==> config.mk <==
export PLATFORM = sky130hd
export DESIGN_NAME = i2c_master_bit_sequencer_flat
export DESIGN_NICKNAME = d
export VERILOG_FILES = /design/src/design/i2cbs_pkg.sv /design/src/design/i2cbs_if.sv /design/src/design/i2cbs_pin_datapath.sv /design/src/design/i2c_master_bit_sequencer.sv /design/src/flat_wrapper.sv
export SDC_FILE = /design/constraint.sdc
export NUM_CORES = 1
export LEC_CHECK = 0
export BUFFER_PORTS_ARGS = -buffer_cell sky130_fd_sc_hd__clkbuf_2
export CAP_MARGIN = 25
export CORE_ASPECT_RATIO = 1.1
export CORE_MARGIN = 5
export CORE_UTILIZATION = 45
export DETAILED_ROUTE_END_ITERATION = 8
export GPL_TIMING_DRIVEN = 0
export PLACE_DENSITY = 0.66
export SLEW_MARGIN = 25
export SYNTH_ARGS = -nofsm -noshare
export SYNTH_HDL_FRONTEND = slang
export SYNTH_SLANG_ARGS = --single-unit
==> constraint.sdc <==
create_clock -name clk -period 2.4 [get_ports clk]
set_input_delay 0.24 -clock clk [delete_from_list [all_inputs] [get_ports clk]]
set_output_delay 0.24 -clock clk [all_outputs]
set_load 0.02 [all_outputs]
==> src/design/i2cbs_pkg.sv <==
// Package with command codes, microcode word layout and the control program ROM.
`timescale 1ns / 1ps
package i2cbs_pkg;

	localparam int BITS_PER_BYTE = 8;
	localparam int CNT_W = $clog2(BITS_PER_BYTE);
	localparam int PC_W = 5;

	localparam logic [2:0] ACT_START    = 3'd0;
	localparam logic [2:0] ACT_STOP     = 3'd1;
	localparam logic [2:0] ACT_WRITE    = 3'd2;
	localparam logic [2:0] ACT_READ     = 3'd3;
	localparam logic [2:0] ACT_SEND_ACK = 3'd4;
	localparam logic [2:0] ACT_RECV_ACK = 3'd5;

	// Entry points of the routines in the control program.
	localparam logic [PC_W-1:0] PC_START    = 5'd0;
	localparam logic [PC_W-1:0] PC_STOP     = 5'd4;
	localparam logic [PC_W-1:0] PC_WRITE    = 5'd7;
	localparam logic [PC_W-1:0] PC_READ     = 5'd10;
	localparam logic [PC_W-1:0] PC_READ_BIT = 5'd11;
	localparam logic [PC_W-1:0] PC_SEND_ACK = 5'd13;
	localparam logic [PC_W-1:0] PC_RECV_ACK = 5'd16;

	typedef enum logic {
		PIN_SCL,
		PIN_SDA
	} pin_t;

	typedef enum logic [1:0] {
		SRC_ZERO,
		SRC_ONE,
		SRC_TX_BIT,
		SRC_ACK
	} src_t;

	// One control word: which pin is written and with what, plus side effects.
	typedef struct packed {
		pin_t            pin;
		src_t            src;
		logic            sample;
		logic            shift;
		logic            loop;
		logic [PC_W-1:0] target;
		logic            fin;
		logic            rd_out;
		logic            ack_out;
	} uword_t;

	typedef struct packed {
		logic       clock_line;
		logic       data_line;
		logic [7:0] read_value;
		logic       ack_seen;
		logic       last;
	} beat_t;

	function automatic uword_t mk_uword(input pin_t pin, input src_t src, input logic sample,
		input logic shift, input logic loop, input logic [PC_W-1:0] target, input logic fin,
		input logic rd_out, input logic ack_out);
		uword_t w;
		w.pin = pin;
		w.src = src;
		w.sample = sample;
		w.shift = shift;
		w.loop = loop;
		w.target = target;
		w.fin = fin;
		w.rd_out = rd_out;
		w.ack_out = ack_out;
		return w;
	endfunction

	// The control program. A loop step jumps back to its target until the bit
	// counter reaches the last bit, and then ends the command.
	function automatic uword_t ucode(input logic [PC_W-1:0] pc);
		uword_t w;
		w = mk_uword(PIN_SCL, SRC_ZERO, 1'b0, 1'b0, 1'b0, PC_START, 1'b1, 1'b0, 1'b0);
		unique case (pc)
			// start
			5'd0:  w = mk_uword(PIN_SDA, SRC_ONE, 1'b0, 1'b0, 1'b0, PC_START, 1'b0, 1'b0, 1'b0);
			5'd1:  w = mk_uword(PIN_SCL, SRC_ONE, 1'b0, 1'b0, 1'b0, PC_START, 1'b0, 1'b0, 1'b0);
			5'd2:  w = mk_uword(PIN_SDA, SRC_ZERO, 1'b0, 1'b0, 1'b0, PC_START, 1'b0, 1'b0, 1'b0);
			5'd3:  w = mk_uword(PIN_SCL, SRC_ZERO, 1'b0, 1'b0, 1'b0, PC_START, 1'b1, 1'b0, 1'b0);
			// stop
			5'd4:  w = mk_uword(PIN_SDA, SRC_ZERO, 1'b0, 1'b0, 1'b0, PC_START, 1'b0, 1'b0, 1'b0);
			5'd5:  w = mk_uword(PIN_SCL, SRC_ONE, 1'b0, 1'b0, 1'b0, PC_START, 1'b0, 1'b0, 1'b0);
			5'd6:  w = mk_uword(PIN_SDA, SRC_ONE, 1'b0, 1'b0, 1'b0, PC_START, 1'b1, 1'b0, 1'b0);
			// write byte
			5'd7:  w = mk_uword(PIN_SDA, SRC_TX_BIT, 1'b0, 1'b0, 1'b0, PC_START, 1'b0, 1'b0, 1'b0);
			5'd8:  w = mk_uword(PIN_SCL, SRC_ONE, 1'b0, 1'b0, 1'b0, PC_START, 1'b0, 1'b0, 1'b0);
			5'd9:  w = mk_uword(PIN_SCL, SRC_ZERO, 1'b0, 1'b1, 1'b1, PC_WRITE, 1'b1, 1'b0, 1'b0);
			// read byte
			5'd10: w = mk_uword(PIN_SDA, SRC_ONE, 1'b0, 1'b0, 1'b0, PC_START, 1'b0, 1'b0, 1'b0);
			5'd11: w = mk_uword(PIN_SCL, SRC_ONE, 1'b1, 1'b0, 1'b0, PC_START, 1'b0, 1'b0, 1'b0);
			5'd12: w = mk_uword(PIN_SCL, SRC_ZERO, 1'b0, 1'b1, 1'b1, PC_READ_BIT, 1'b1, 1'b1,
				1'b0);
			// send acknowledge
			5'd13: w = mk_uword(PIN_SDA, SRC_ACK, 1'b0, 1'b0, 1'b0, PC_START, 1'b0, 1'b0, 1'b0);
			5'd14: w = mk_uword(PIN_SCL, SRC_ONE, 1'b0, 1'b0, 1'b0, PC_START, 1'b0, 1'b0, 1'b0);
			5'd15: w = mk_uword(PIN_SCL, SRC_ZERO, 1'b0, 1'b0, 1'b0, PC_START, 1'b1, 1'b0, 1'b0);
			// receive acknowledge
			5'd16: w = mk_uword(PIN_SDA, SRC_ONE, 1'b0, 1'b0, 1'b0, PC_START, 1'b0, 1'b0, 1'b0);
			5'd17: w = mk_uword(PIN_SCL, SRC_ONE, 1'b1, 1'b0, 1'b0, PC_START, 1'b0, 1'b0, 1'b0);
			5'd18: w = mk_uword(PIN_SCL, SRC_ZERO, 1'b0, 1'b0, 1'b0, PC_START, 1'b1, 1'b0, 1'b1);
			default: w = mk_uword(PIN_SCL, SRC_ZERO, 1'b0, 1'b0, 1'b0, PC_START, 1'b1, 1'b0,
				1'b0);
		endcase
		return w;
	endfunction

endpackage

==> src/design/i2cbs_if.sv <==
// Handshake interfaces for the command channel and the pin write channel.
`timescale 1ns / 1ps
interface i2cbs_cmd_if;
	logic       valid;
	logic       ready;
	logic [2:0] action;
	logic [7:0] write_byte;
	logic       ack_bit;
	logic [7:0] line_samples;

	modport source (output valid, output action, output write_byte, output ack_bit,
		output line_samples, input ready);
	modport sink (input valid, input action, input write_byte, input ack_bit,
		input line_samples, output ready);
endinterface

interface i2cbs_beat_if;
	logic       valid;
	logic       ready;
	logic       clock_line;
	logic       data_line;
	logic [7:0] read_value;
	logic       ack_seen;
	logic       last;

	modport source (output valid, output clock_line, output data_line, output read_value,
		output ack_seen, output last, input ready);
	modport sink (input valid, input clock_line, input data_line, input read_value,
		input ack_seen, input last, output ready);
endinterface

==> src/design/i2cbs_pin_datapath.sv <==
// Datapath driven by the control word: line levels, shift registers and bit counter.
`timescale 1ns / 1ps
module i2cbs_pin_datapath
	import i2cbs_pkg::*;
(
	input  logic       clk,
	input  logic       arst_n,
	input  logic       load,
	input  logic [7:0] write_byte,
	input  logic       ack_bit,
	input  logic [7:0] line_samples,
	input  logic       step,
	input  uword_t     uw,
	output beat_t      beat,
	output logic       cnt_done
);

	logic             scl_q;
	logic             sda_q;
	logic [7:0]       tx_q;
	logic [7:0]       samp_q;
	logic [7:0]       acc_q;
	logic             ack_q;
	logic [CNT_W-1:0] cnt_q;
	logic             val;
	logic             scl_nx;
	logic             sda_nx;
	logic             last;

	assign cnt_done = (cnt_q == CNT_W'(BITS_PER_BYTE - 1));

	always_comb begin
		unique case (uw.src)
			SRC_ZERO:   val = 1'b0;
			SRC_ONE:    val = 1'b1;
			SRC_TX_BIT: val = tx_q[7];
			SRC_ACK:    val = ack_q;
			default:    val = 1'b1;
		endcase
	end

	assign scl_nx = (uw.pin == PIN_SCL) ? val : scl_q;
	assign sda_nx = (uw.pin == PIN_SDA) ? val : sda_q;
	assign last = uw.fin & (~uw.loop | cnt_done);

	assign beat.clock_line = scl_nx;
	assign beat.data_line = sda_nx;
	assign beat.read_value = (last & uw.rd_out) ? acc_q : 8'd0;
	assign beat.ack_seen = last & uw.ack_out & acc_q[0];
	assign beat.last = last;

	always_ff @(posedge clk or negedge arst_n) begin
		if (!arst_n) begin
			scl_q <= 1'b1;
			sda_q <= 1'b1;
			cnt_q <= '0;
		end else if (load) begin
			cnt_q <= '0;
		end else if (step) begin
			scl_q <= scl_nx;
			sda_q <= sda_nx;
			if (uw.shift) begin
				cnt_q <= cnt_q + CNT_W'(1);
			end
		end
	end

	// Sampled levels enter the accumulator MSB first, one per clock high.
	always_ff @(posedge clk) begin
		if (load) begin
			tx_q <= write_byte;
			samp_q <= line_samples;
			ack_q <= ack_bit;
			acc_q <= 8'd0;
		end else if (step) begin
			if (uw.sample) begin
				acc_q <= {acc_q[6:0], samp_q[7]};
				samp_q <= {samp_q[6:0], 1'b0};
			end
			if (uw.shift) begin
				tx_q <= {tx_q[6:0], 1'b0};
			end
		end
	end

endmodule

==> src/design/i2c_master_bit_sequencer.sv <==
// Top level of the microcoded I2C master bit sequencer.
//
// Usage: the cmd channel takes one I2C master command per beat (start, stop,
// write byte, read byte, send acknowledge, receive acknowledge). The beat
// channel returns one beat per pin write with both line levels; the final
// beat of a command has last set and, for read byte or receive acknowledge,
// the assembled byte or the sampled acknowledge level.
// Beats per command: start 4, stop 3, write byte 24, read byte 17, send and
// receive acknowledge 3 each. Action codes 6 and 7 are taken and dropped.
// The program counter walks a microcode ROM at one step per cycle while the
// output register is free; an accepted command first loads the program
// counter, and each step then registers its beat in the output register; a new
// command is taken in the cycle after the final beat has been generated.
// Each step writes into an output register; while the receiver holds ready
// low the register holds its beat and the sequencer waits.
// Reset leaves both lines high (released) and the sequencer idle.
`timescale 1ns / 1ps
module i2c_master_bit_sequencer
	import i2cbs_pkg::*;
(
	input  logic         clk,
	input  logic         arst_n,
	i2cbs_cmd_if.sink    cmd,
	i2cbs_beat_if.source beat
);

	logic            busy_q;
	logic [PC_W-1:0] pc_q;
	logic            out_valid_q;
	beat_t           beat_q;
	logic            accept;
	logic            step;
	logic            entry_ok;
	logic [PC_W-1:0] entry_pc;
	logic            cnt_done;
	uword_t          uw;
	beat_t           dp_beat;

	assign cmd.ready = ~busy_q;
	assign accept = cmd.valid & ~busy_q;
	assign step = busy_q & (~out_valid_q | beat.ready);
	assign uw = ucode(pc_q);

	always_comb begin
		entry_ok = 1'b1;
		entry_pc = PC_START;
		unique case (cmd.action)
			ACT_START:    entry_pc = PC_START;
			ACT_STOP:     entry_pc = PC_STOP;
			ACT_WRITE:    entry_pc = PC_WRITE;
			ACT_READ:     entry_pc = PC_READ;
			ACT_SEND_ACK: entry_pc = PC_SEND_ACK;
			ACT_RECV_ACK: entry_pc = PC_RECV_ACK;
			default:      entry_ok = 1'b0;
		endcase
	end

	i2cbs_pin_datapath u_datapath (
		.clk          (clk),
		.arst_n       (arst_n),
		.load         (accept),
		.write_byte   (cmd.write_byte),
		.ack_bit      (cmd.ack_bit),
		.line_samples (cmd.line_samples),
		.step         (step),
		.uw           (uw),
		.beat         (dp_beat),
		.cnt_done     (cnt_done)
	);

	always_ff @(posedge clk or negedge arst_n) begin
		if (!arst_n) begin
			busy_q <= 1'b0;
			pc_q <= PC_START;
			out_valid_q <= 1'b0;
		end else begin
			if (accept) begin
				busy_q <= entry_ok;
				pc_q <= entry_pc;
			end else if (step) begin
				if (dp_beat.last) begin
					busy_q <= 1'b0;
				end else if (uw.loop & ~cnt_done) begin
					pc_q <= uw.target;
				end else begin
					pc_q <= pc_q + PC_W'(1);
				end
			end
			if (step) begin
				out_valid_q <= 1'b1;
			end else if (beat.ready) begin
				out_valid_q <= 1'b0;
			end
		end
	end

	always_ff @(posedge clk) begin
		if (step) begin
			beat_q <= dp_beat;
		end
	end

	assign beat.valid = out_valid_q;
	assign beat.clock_line = beat_q.clock_line;
	assign beat.data_line = beat_q.data_line;
	assign beat.read_value = beat_q.read_value;
	assign beat.ack_seen = beat_q.ack_seen;
	assign beat.last = beat_q.last;

endmodule

==> src/flat_wrapper.sv <==
// flat-port wrapper written by rule: the top's interface ports become plain ports
module i2c_master_bit_sequencer_flat import i2cbs_pkg::*;
  (clk, arst_n, cmd_valid, cmd_action, cmd_write_byte, cmd_ack_bit, cmd_line_samples, cmd_ready, beat_valid, beat_clock_line, beat_data_line, beat_read_value, beat_ack_seen, beat_last, beat_ready);
  i2cbs_cmd_if cmd_i ();
  i2cbs_beat_if beat_i ();
  input  logic clk;
  input  logic arst_n;
  input wire logic [$bits(cmd_i.valid)-1:0] cmd_valid;
  input wire logic [$bits(cmd_i.action)-1:0] cmd_action;
  input wire logic [$bits(cmd_i.write_byte)-1:0] cmd_write_byte;
  input wire logic [$bits(cmd_i.ack_bit)-1:0] cmd_ack_bit;
  input wire logic [$bits(cmd_i.line_samples)-1:0] cmd_line_samples;
  output wire logic [$bits(cmd_i.ready)-1:0] cmd_ready;
  output wire logic [$bits(beat_i.valid)-1:0] beat_valid;
  output wire logic [$bits(beat_i.clock_line)-1:0] beat_clock_line;
  output wire logic [$bits(beat_i.data_line)-1:0] beat_data_line;
  output wire logic [$bits(beat_i.read_value)-1:0] beat_read_value;
  output wire logic [$bits(beat_i.ack_seen)-1:0] beat_ack_seen;
  output wire logic [$bits(beat_i.last)-1:0] beat_last;
  input wire logic [$bits(beat_i.ready)-1:0] beat_ready;
  assign cmd_i.valid = cmd_valid;
  assign cmd_i.action = cmd_action;
  assign cmd_i.write_byte = cmd_write_byte;
  assign cmd_i.ack_bit = cmd_ack_bit;
  assign cmd_i.line_samples = cmd_line_samples;
  assign cmd_ready = cmd_i.ready;
  assign beat_valid = beat_i.valid;
  assign beat_clock_line = beat_i.clock_line;
  assign beat_data_line = beat_i.data_line;
  assign beat_read_value = beat_i.read_value;
  assign beat_ack_seen = beat_i.ack_seen;
  assign beat_last = beat_i.last;
  assign beat_i.ready = beat_ready;
  i2c_master_bit_sequencer u_core (.clk(clk), .arst_n(arst_n), .cmd(cmd_i), .beat(beat_i));
endmodule
* Word level (Yosys, flattened, before mapping)
Memory sizes are Yosys's and may differ from the RTL's.
Index checks and enable logic that the tools add are counted.
** Word-level totals
- Bits in registers :: 49
- Memory bits (read-only) :: 416
- Bits of input ports :: 24
- Output and inout port bits :: 14
- Logic and storage cells :: 79
- Memories kept :: 1
** Memory list
- (name not given) :: depth 32, width 13, read ports 1, clocked after memory_dff 0, wr ports 0, line i2cbs_pkg.sv:79 : unique case (pc)
** Cells by class
- Add/sub/neg operators :: 2
- Eq/ne operators :: 10
- Mux-type cells :: 23
- Bitwise operators :: 14
- Reduce and logical (&&, ||, !) cells :: 14
** Operator list (count)
- 2-to-1 mux 8 bit :: 6
- case mux 5 bit (5 select lines) :: 1
- 2-to-1 mux 5 bit :: 4
- AND reduction 2 bit :: 6
- nonzero test 2 bit :: 5
- equality test 3 bit (second input constant) :: 3
- 2-to-1 mux 3 bit :: 3
- 2-to-1 mux 1 bit :: 8
- AND 1 bit :: 7
- equality test 3 x 2 -> 1 bit (second input constant) :: 2
- OR reduction 6 bit :: 1
- adder 5 x 1 -> 5 bit (second input constant) :: 1
- NOT 1 bit :: 5
- equality test 2 bit (second input constant) :: 2
- case mux 1 bit (4 select lines) :: 1
- adder 3 x 1 -> 3 bit (second input constant) :: 1
- equality test 3 x 1 -> 1 bit (second input constant) :: 1
- zero test 3 bit :: 1
- equality test 2 x 1 -> 1 bit (second input constant) :: 1
- zero test 2 bit :: 1
- inequality test 2 x 1 -> 1 bit (second input constant) :: 1
- bitwise OR 1 bit :: 2

* Logic depth before layout (Yosys ltp)
Gate-level depths: netlist of the first run.
- Depth after elaboration :: 7
- Gate-level depth with buffers :: 7
- Depth with buffers taken out :: 7

* Modules after synthesis
From an unflattened synthesis of the first run, not the netlist that was laid out.
** Second synthesis, totals
- Cells, all modules :: 212
- Area, all modules :: 2517.4 µm²
** By module, submodules not included
- i2cbs_pin_datapath :: instances 1, cells an instance 113, area an instance 1435.1 µm², seq. area each 798.3 µm²
- i2c_master_bit_sequencer :: instances 1, cells an instance 99, area an instance 1082.3 µm², seq. area each 535.5 µm²

* Least setup slack after synthesis of the first run
No wires, ideal clock.
- Kind :: reg-to-reg
- Start point :: register u_core.out_valid_q (netlist: u_core.beat.valid)
- End point :: register u_core.u_datapath.samp_q[0] (enable)
- Setup time :: 329 ps
- Data arrival time :: 1566 ps
- Data required time :: 2071 ps
- Slack :: 504 ps
- Cell stages (with the launch flop) :: 6
- Buffers on the path :: 0
- Period minus slack after synthesis :: 1896 ps
- Cell sequence :: dfrtp_1 -> nand2b_1 -> nand2_1 -> inv_1 -> nand2_2 -> nand2_1
** On the way
- Longest elaborated chain between the ends :: 5
** RTL lines
- start: declaration :: line i2c_master_bit_sequencer.sv:29 : logic out_valid_q;
- start signal: assignment :: line i2c_master_bit_sequencer.sv:75 : out_valid_q <= 1'b0;
- start signal: assignment :: line i2c_master_bit_sequencer.sv:90 : out_valid_q <= 1'b1;
- start signal: assignment :: line i2c_master_bit_sequencer.sv:92 : out_valid_q <= 1'b0;
- NOT 1 bit :: line i2c_master_bit_sequencer.sv:41 : assign step = busy_q & (~out_valid_q | beat.ready);
- bitwise OR 1 bit :: line i2c_master_bit_sequencer.sv:41
- AND 1 bit :: line i2c_master_bit_sequencer.sv:41
- net u_core.step :: line i2c_master_bit_sequencer.sv:32 : logic step;
- nonzero test 2 bit (no source line)
- AND reduction 2 bit (no source line)
- end signal: assignment :: line i2cbs_pin_datapath.sv:72 : samp_q <= line_samples;
- end signal: assignment :: line i2cbs_pin_datapath.sv:78 : samp_q <= {samp_q[6:0], 1'b0};
- end: declaration :: line i2cbs_pin_datapath.sv:21 : logic [7:0] samp_q;
The timed path passes the listed nets, and every way through them passes these cells.
A chain may end at the register's enable or synchronous reset.

* Worst setup path after layout of the first run
- Start point :: register u_core.pc_q[1]
- End point :: register u_core.u_datapath.samp_q[0] (enable)
** On the way
- Longest elaborated chain between the ends :: 3
** RTL lines
- start: declaration :: line i2c_master_bit_sequencer.sv:28 : logic [PC_W-1:0] pc_q;
- start signal: assignment :: line i2c_master_bit_sequencer.sv:79 : pc_q <= entry_pc;
- start signal: assignment :: line i2c_master_bit_sequencer.sv:84 : pc_q <= uw.target;
- start signal: assignment :: line i2c_master_bit_sequencer.sv:86 : pc_q <= pc_q + PC_W'(1);
- memory (32 x 13 bit)
- nonzero test 2 bit (no source line)
- AND reduction 2 bit (no source line)
Every way passes these cells.

==> impl_metrics.json, run 1 <==
{
  "drc": 0,
  "drt_iter0_markers": 97,
  "yosysMostFrequentCell": "nand2_1",
  "ir_worst_vdd_mv": 0.603,
  "synth_top_area_share_pct": 35.4,
  "grt_antenna_before_repair": 0,
  "powerDensity_nw_per_um2": 1110,
  "finalHoldViolCount": 0,
  "synth_area_leaders": "edfxtp_1 35%, dfrtp_1 10%, nand2_1 8.4%, dfxtp_1 6.5%, ha_1 5.1%",
  "critPathSlowestCell": "dfrtp_1",
  "io_pins": 38,
  "port_buffers": 37,
  "syn_area_um2": 2460,
  "synthSimpleGateAreaFrac_pct": 21.6,
  "r2r-end": "u_core.u_datapath.samp_q[0]",
  "setup_violations": 0,
  "die_height_um": 87.5,
  "rsz0062_at_grt": "false",
  "drive_gt1_share_pct": 22.7,
  "die_x_um": 80.5,
  "cp.arrival_ns": 2.13,
  "ys_types": 46,
  "firstDrtPassIters": 4,
  "r2r_start": "u_core.pc_q[1]",
  "drt.antenna.violating_nets": 0,
  "dieArea_um2": 7050,
  "synth_fa_ha_area_share_pct": 5.09,
  "rows": 28,
  "via_count": 1755,
  "drt_wl_total_mm": 4.46,
  "grt_max_degree": 17,
  "dp_hpwl_mm": 3.39,
  "clk_path_buf_depth": 2,
  "fin_nets": 315,
  "grt_pass1_vias": 1733,
  "critPathTopFamily": "simple AND/OR/NAND/NOR gates",
  "required_ns": 2.37,
  "avgSynthCellArea_um2": 10.4,
  "period_share_pct": 90.0,
  "cts_tree": "done",
  "async_flop_share_pct": 24.5,
  "h-tree-depth": 2,
  "synthCells": 236,
  "worstRegToRegCells": 6,
  "synth_warnings": 0,
  "max_stage_delay_ns": 0.46,
  "antenna_cells": 0,
  "hold_depth": 1,
  "fin_util_pct": 53.0,
  "whs_endpoint": "u_core.u_datapath.ack_q",
  "yosysTopAreaCell": "edfxtp_1",
  "min_path_type": "input port to flip-flop",
  "synth_edf_count": 29,
  "via_per_inst": 4.92,
  "area_growth_pct": 15.6,
  "grt_pass1_wl_mm": 7.73,
  "status": "finished clean",
  "clkLatencyLatePin_ns": 0.30,
  "crit_chain": "inv_1 > ha_1 > nand2b_1 > o31ai_1 > nand2_2 > nand2_1",
  "crit_type": "flip-flop to flip-flop",
  "coreArea_um2": 5360,
  "r2r_slack_ns": 0.24,
  "setup.worst_path.end_class": "flip-flop",
  "tns_ns": 0,
  "n_fill_cell": 492,
  "ys_ff_latch": 49,
  "p_leak_nw": 1.29,
  "critPathLaunchType": "flip-flop",
  "worstHoldStart": "cmd_ack_bit",
  "period_minus_slack_ns": 2.16,
  "slew_headroom_pct": 71.5,
  "numCtsBuffers": 5,
  "root_buffer": "clkbuf_8",
  "grt_util_all_layers_pct": 14.1,
  "synth_commonest_cells": "55 x nand2_1, 29 x edfxtp_1, 16 x nor2_1, 12 x mux2i_1, 11 x inv_1",
  "slew_viol_final": 0,
  "synth_compound_area_share_pct": 8.29,
  "synthMuxAreaShare_pct": 6.71,
  "synth_xor_area_share_pct": 0.356,
  "fmax_mhz": 463,
  "synth_top_family_by_area": "simple AND/OR/NAND/NOR gates",
  "cap_violations": 0,
  "cp_max_fo": 9,
  "tightest_slew_ns": 0.426,
  "postCtsSetupBuffers": 0,
  "path_buf_inv": 1,
  "ys.flop_type": "edfxtp_1",
  "clock-sinks": 49,
  "ys_seq_area_share_pct": 54.2,
  "path_clk_slew_ns": 0.09,
  "skew_ns": 0.00600,
  "synthesis.nets": 270,
  "overflow": 0,
  "start_util_pct": 45.9,
  "wl_per_cell_um": 12.5,
  "place.gp.congestion": 0.858
}
==> flip-flops by register name, summed over array words and instances, names as in the netlist, 3 cells and up <==
register,count
u_core.u_datapath.samp_q,8
u_core.beat.read_value,8
u_core.u_datapath.acc_q,8
u_core.u_datapath.tx_q,8
u_core.pc_q,5
u_core.u_datapath.cnt_q,3
==> per-layer routing <==
layer  track usage, %  part of all wire (%)  vias to the layer above
met4             5.38                   1.5                        0
met2             23.4                    47                       43
li1                 -                     -                      900
met1             17.9                    46                      806
met5                0                     0                        -
met3             3.40                   5.5                        6
==> report_power, final <==
part	switching, W	internal (W)
clock network	0.000279	0.000207
registers	0.000110	0.00122
logic	0.000844	0.000497
==> final cells by class <==
class,instances,area (um^2),share of cell area [%]
buffer,10,51.3,1.80
clock buffer,5,68.8,2.42
clock inverter,3,21.3,0.748
inverter,11,45.0,1.58
multi-input combinational,166,1030,36.4
sequential,49,1330,46.9
tap,75,93.8,3.30
timing repair buffer,38,195,6.87
==> timing repair <==
action / in CTS / in global routing
endpoints found under the hold margin: 10 / 0
endpoints found under the setup margin: 0 / 8
hold buffers: 1 / 0
resized for setup: 0 / 1
==> worst reg2reg max path, delay by kind of cell (launching register included) <==
| kind | cells | cell delay [ns] |
|---|---|---|
| fa+ha+maj | 1 | 0.22 |
| simple gates | 3 | 0.71 |
| buf+inv | 1 | 0.11 |
| flops | 1 | 0.46 |
| compound gates | 1 | 0.33 |
==> kinds of logic (layout without fill, tap and decap cells) <==
| logic type | after synthesis | count (layout) |
|---|---|---|
| AO/OA/AOI/OAI | 29 | 29 |
| buffers and inverters | 21 | 67 |
| adder cells (fa/ha/maj) | 10 | 10 |
| AND/OR/NAND/NOR | 110 | 110 |
| multiplexers | 16 | 16 |
| XOR/XNOR | 1 | 1 |
| flip-flops | 49 | 49 |
==> cell usage in the layout (no fill, tap or decap), types with 5 or more instances in the layout <==
cell type / instances
clkbuf_2: 37
a21oi_1: 7
dfxtp_1: 8
edfxtp_1: 29
clkbuf_8: 5
mux2i_1: 12
nand2_1: 55
nor2_1: 16
and2_1: 10
inv_1: 10
dfrtp_1: 10
ha_1: 10
nand2b_1: 5
nand3_1: 6
==> worst max path at each step <==
stage | start | to | slack [ns] | cells after the start
6_report | u_core.pc_q[1] | u_core.u_datapath.samp_q[0] | 0.24 | 6
3_5_place_dp | u_core.beat.valid | u_core.u_datapath.samp_q[0] | 0.15 | 5
4_1_cts | u_core.beat.valid | u_core.u_datapath.samp_q[0] | 0.14 | 5
5_1_grt | u_core.beat.valid | u_core.u_datapath.samp_q[2] | 0.08 | 5
2_1_floorplan | u_core.beat.valid | u_core.u_datapath.samp_q[0] | 0.50 | 5
3_3_place_gp | u_core.beat.valid | u_core.u_datapath.samp_q[0] | 0.20 | 5
==> through the flow <==
stage / hold WS (ns) / total power (W) / worst slack, ns / cells / cell area [um^2]
5_1_grt: 0.0978 / 0.00340 / 0.0820 / 357 / 2840
3_3_place_gp: 0.142 / 0.00268 / 0.203 / 348 / 2740
4_1_cts: 0.114 / 0.00318 / 0.138 / 357 / 2840
2_1_floorplan: -0.0556 / 0.00235 / 0.504 / 236 / 2460
3_5_place_dp: 0.152 / 0.00269 / 0.152 / 348 / 2740
6_report: 0.119 / 0.00316 / 0.241 / 357 / 2840
(Power assumes the default switching activity.)
==> run 2, diff against run 1 <==
Settings changed: SETUP_SLACK_MARGIN set to 0.5.
==> run 2 against run 1 <==
  * Sequential power hardly changed
  * Hold slack better by 0.0025 ns
  * Clock skew is 0.0021 ns higher
  * Via count is 2.6% higher
  * Global-route usage is 0.30 points higher
  * Non-clock buffer count increased by 7
  * Cell count is 2.0% higher
  * Utilization up 2.2 points
  * Highest routed layer unchanged
==> impl_metrics.json, run 2 (synthesis gave the netlist of run 1 again) <==
{
  "status": "finished clean",
  "r2r_start": "u_core.pc_q[1]",
  "fmax_mhz": 530,
  "path_clk_slew_ns": 0.10,
  "period_share_pct": 78.5,
  "tightest_slew_ns": 0.421,
  "start_util_pct": 45.9,
  "dieArea_um2": 7050,
  "slew_headroom_pct": 71.9,
  "clkPwrFrac_pct": 14.8,
  "grt_pass1_wl_mm": 7.87,
  "dp_hpwl_mm": 3.39,
  "min_path_type": "input port to flip-flop",
  "period_minus_slack_ns": 1.89,
  "skew_ns": 0.00806,
  "grt_antenna_before_repair": 0,
  "cp.arrival_ns": 1.94,
  "grt_max_degree": 17,
  "port_buffers": 37,
  "firstDrtPassIters": 4,
  "p_sw_w": 0.00129,
  "via_count": 1800,
  "powerDensity_nw_per_um2": 1120,
  "internal_power_w": 0.00202,
  "grt_util_all_layers_pct": 14.4,
  "rows": 28,
  "drt.antenna.violating_nets": 0,
  "numCtsBuffers": 5,
  "ir_worst_vdd_mv": 0.607,
  "cts_tree": "done",
  "antenna_cells": 0,
  "tns_ns": 0,
  "r2r-end": "u_core.beat.data_line",
  "rsz0062_at_grt": "true",
  "place.gp.congestion": 0.858,
  "final_common_cell": "nand2_1",
  "p_seq_share_pct": 40.3,
  "worstSetupStartpoint": "u_core.pc_q[1]",
  "h-tree-depth": 2,
  "crit_end": "u_core.beat.data_line",
  "cp_max_fo": 6,
  "dpl.cell_count": 348,
  "setup_violations": 0,
  "setup.worst_path.end_class": "flip-flop",
  "crit_type": "flip-flop to flip-flop",
  "fin_nets": 322,
  "grt_pass1_vias": 1778,
  "worstRegToRegCells": 7,
  "drc": 0,
  "drt_iter0_markers": 104,
  "io_pins": 38,
  "instances_no_fill": 364,
  "clkLatencyLatePin_ns": 0.30,
  "wl_per_cell_um": 12.7,
  "root_buffer": "clkbuf_8",
  "p_comb_share_pct": 44.9,
  "switching_share_pct": 39.0,
  "coreArea_um2": 5360,
  "critPathLaunchType": "flip-flop",
  "p_leak_nw": 1.33,
  "drive_gt1_share_pct": 29.4,
  "drt_wl_total_mm": 4.64,
  "clk_path_buf_depth": 2,
  "die_x_um": 80.5,
  "area_growth_pct": 20.3,
  "overflow": 0,
  "via_per_inst": 4.95,
  "clock-sinks": 49,
  "final_cell_mix": "53 x nand2_1, 39 x clkbuf_2, 29 x edfxtp_1",
  "slew_viol_final": 0,
  "finalHoldViolCount": 0,
  "die_height_um": 87.5,
  "required_ns": 2.46,
  "r2r_slack_ns": 0.51,
  "cap_violations": 0
}
run 2: cell count changes in the layout (fill, tap and decap cells not counted), moves of 2 or more:
cell      delta
ha_1         -3
dfrtp_1      -2
dfrtp_2      +2
inv_2        +2
buf_4        +6
clkbuf_1     -2
nand2_1      -2
inv_1        -2
ha_2         +2
clkbuf_2     +2
run 2: per-stage QoR:
stage,area [um^2],utilization [%],power [W],hold slack (ns),worst slack (ns)
finish,2960,55.2,0.00331,0.122,0.515
global route,2960,55.2,0.00354,0.0978,0.432
CTS,2920,54.4,0.00326,0.114,0.505
detailed placement,2740,51.1,0.00269,0.152,0.152
global placement,2740,51.1,0.00268,0.142,0.203
floorplan,2460,-,0.00235,-0.0556,0.504
run 2: how the worst min path moves through the flow:
stage	from	to	slack [ns]	cells past startpoint
floorplan	arst_n	u_core.beat.valid	-0.06	0
global placement	arst_n	u_core.pc_q[1]	0.14	1
detailed placement	arst_n	u_core.pc_q[1]	0.15	1
CTS	cmd_ack_bit	u_core.u_datapath.ack_q	0.11	1
global route	cmd_ack_bit	u_core.u_datapath.ack_q	0.1	1
finish	cmd_ack_bit	u_core.u_datapath.ack_q	0.12	1
run 2: area by class of cell:
| cell class | instances | area, um^2 |
|---|---|---|
| Buffer | 10 | 57.6 |
| Clock buffer | 5 | 68.8 |
| Clock inverter | 3 | 21.3 |
| Fill cell | 480 | 2400 |
| Inverter | 11 | 45.0 |
| Multi-Input combinational cell | 166 | 1080 |
| Sequential cell | 49 | 1340 |
| Tap cell | 75 | 93.8 |
| Timing Repair Buffer | 45 | 260 |
run 2: critical path, cell delays in order, from the launching register on:
cell and delay [ns]:
dfrtp_2 0.44, ha_2 0.24, ha_1 0.16, nand2b_1 0.07, a21oi_2 0.16, nor2b_1 0.15
mux2i_1 0.13, mux2_2 0.29
run 2: per-layer routing:
layer  track usage, %  part of all wire [%]
met1             17.9                    45
met2             23.9                    47
met3             3.70                   6.0
met4             5.99                   1.8
met5                0                     0
run 2: power groups by stage:
stage	Sequential [W]	Clock [W]	Combinational (W)
4_1_cts	0.00133	0.000501	0.00142
6_report	0.00133	0.000490	0.00148
3_3_place_gp	0.00135	0	0.00133
3_5_place_dp	0.00136	0	0.00134
2_1_floorplan	0.00143	0	0.000919
5_1_grt	0.00136	0.000545	0.00163
run 2: repair_timing:
item / CTS / global route
hold buffers: 1 / 0
endpoints found under the setup margin: 36 / 46
pin swaps: 1 / 1
resized for setup: 10 / 11
setup buffers: 5 / 2
hold endpoints to repair: 10 / 0
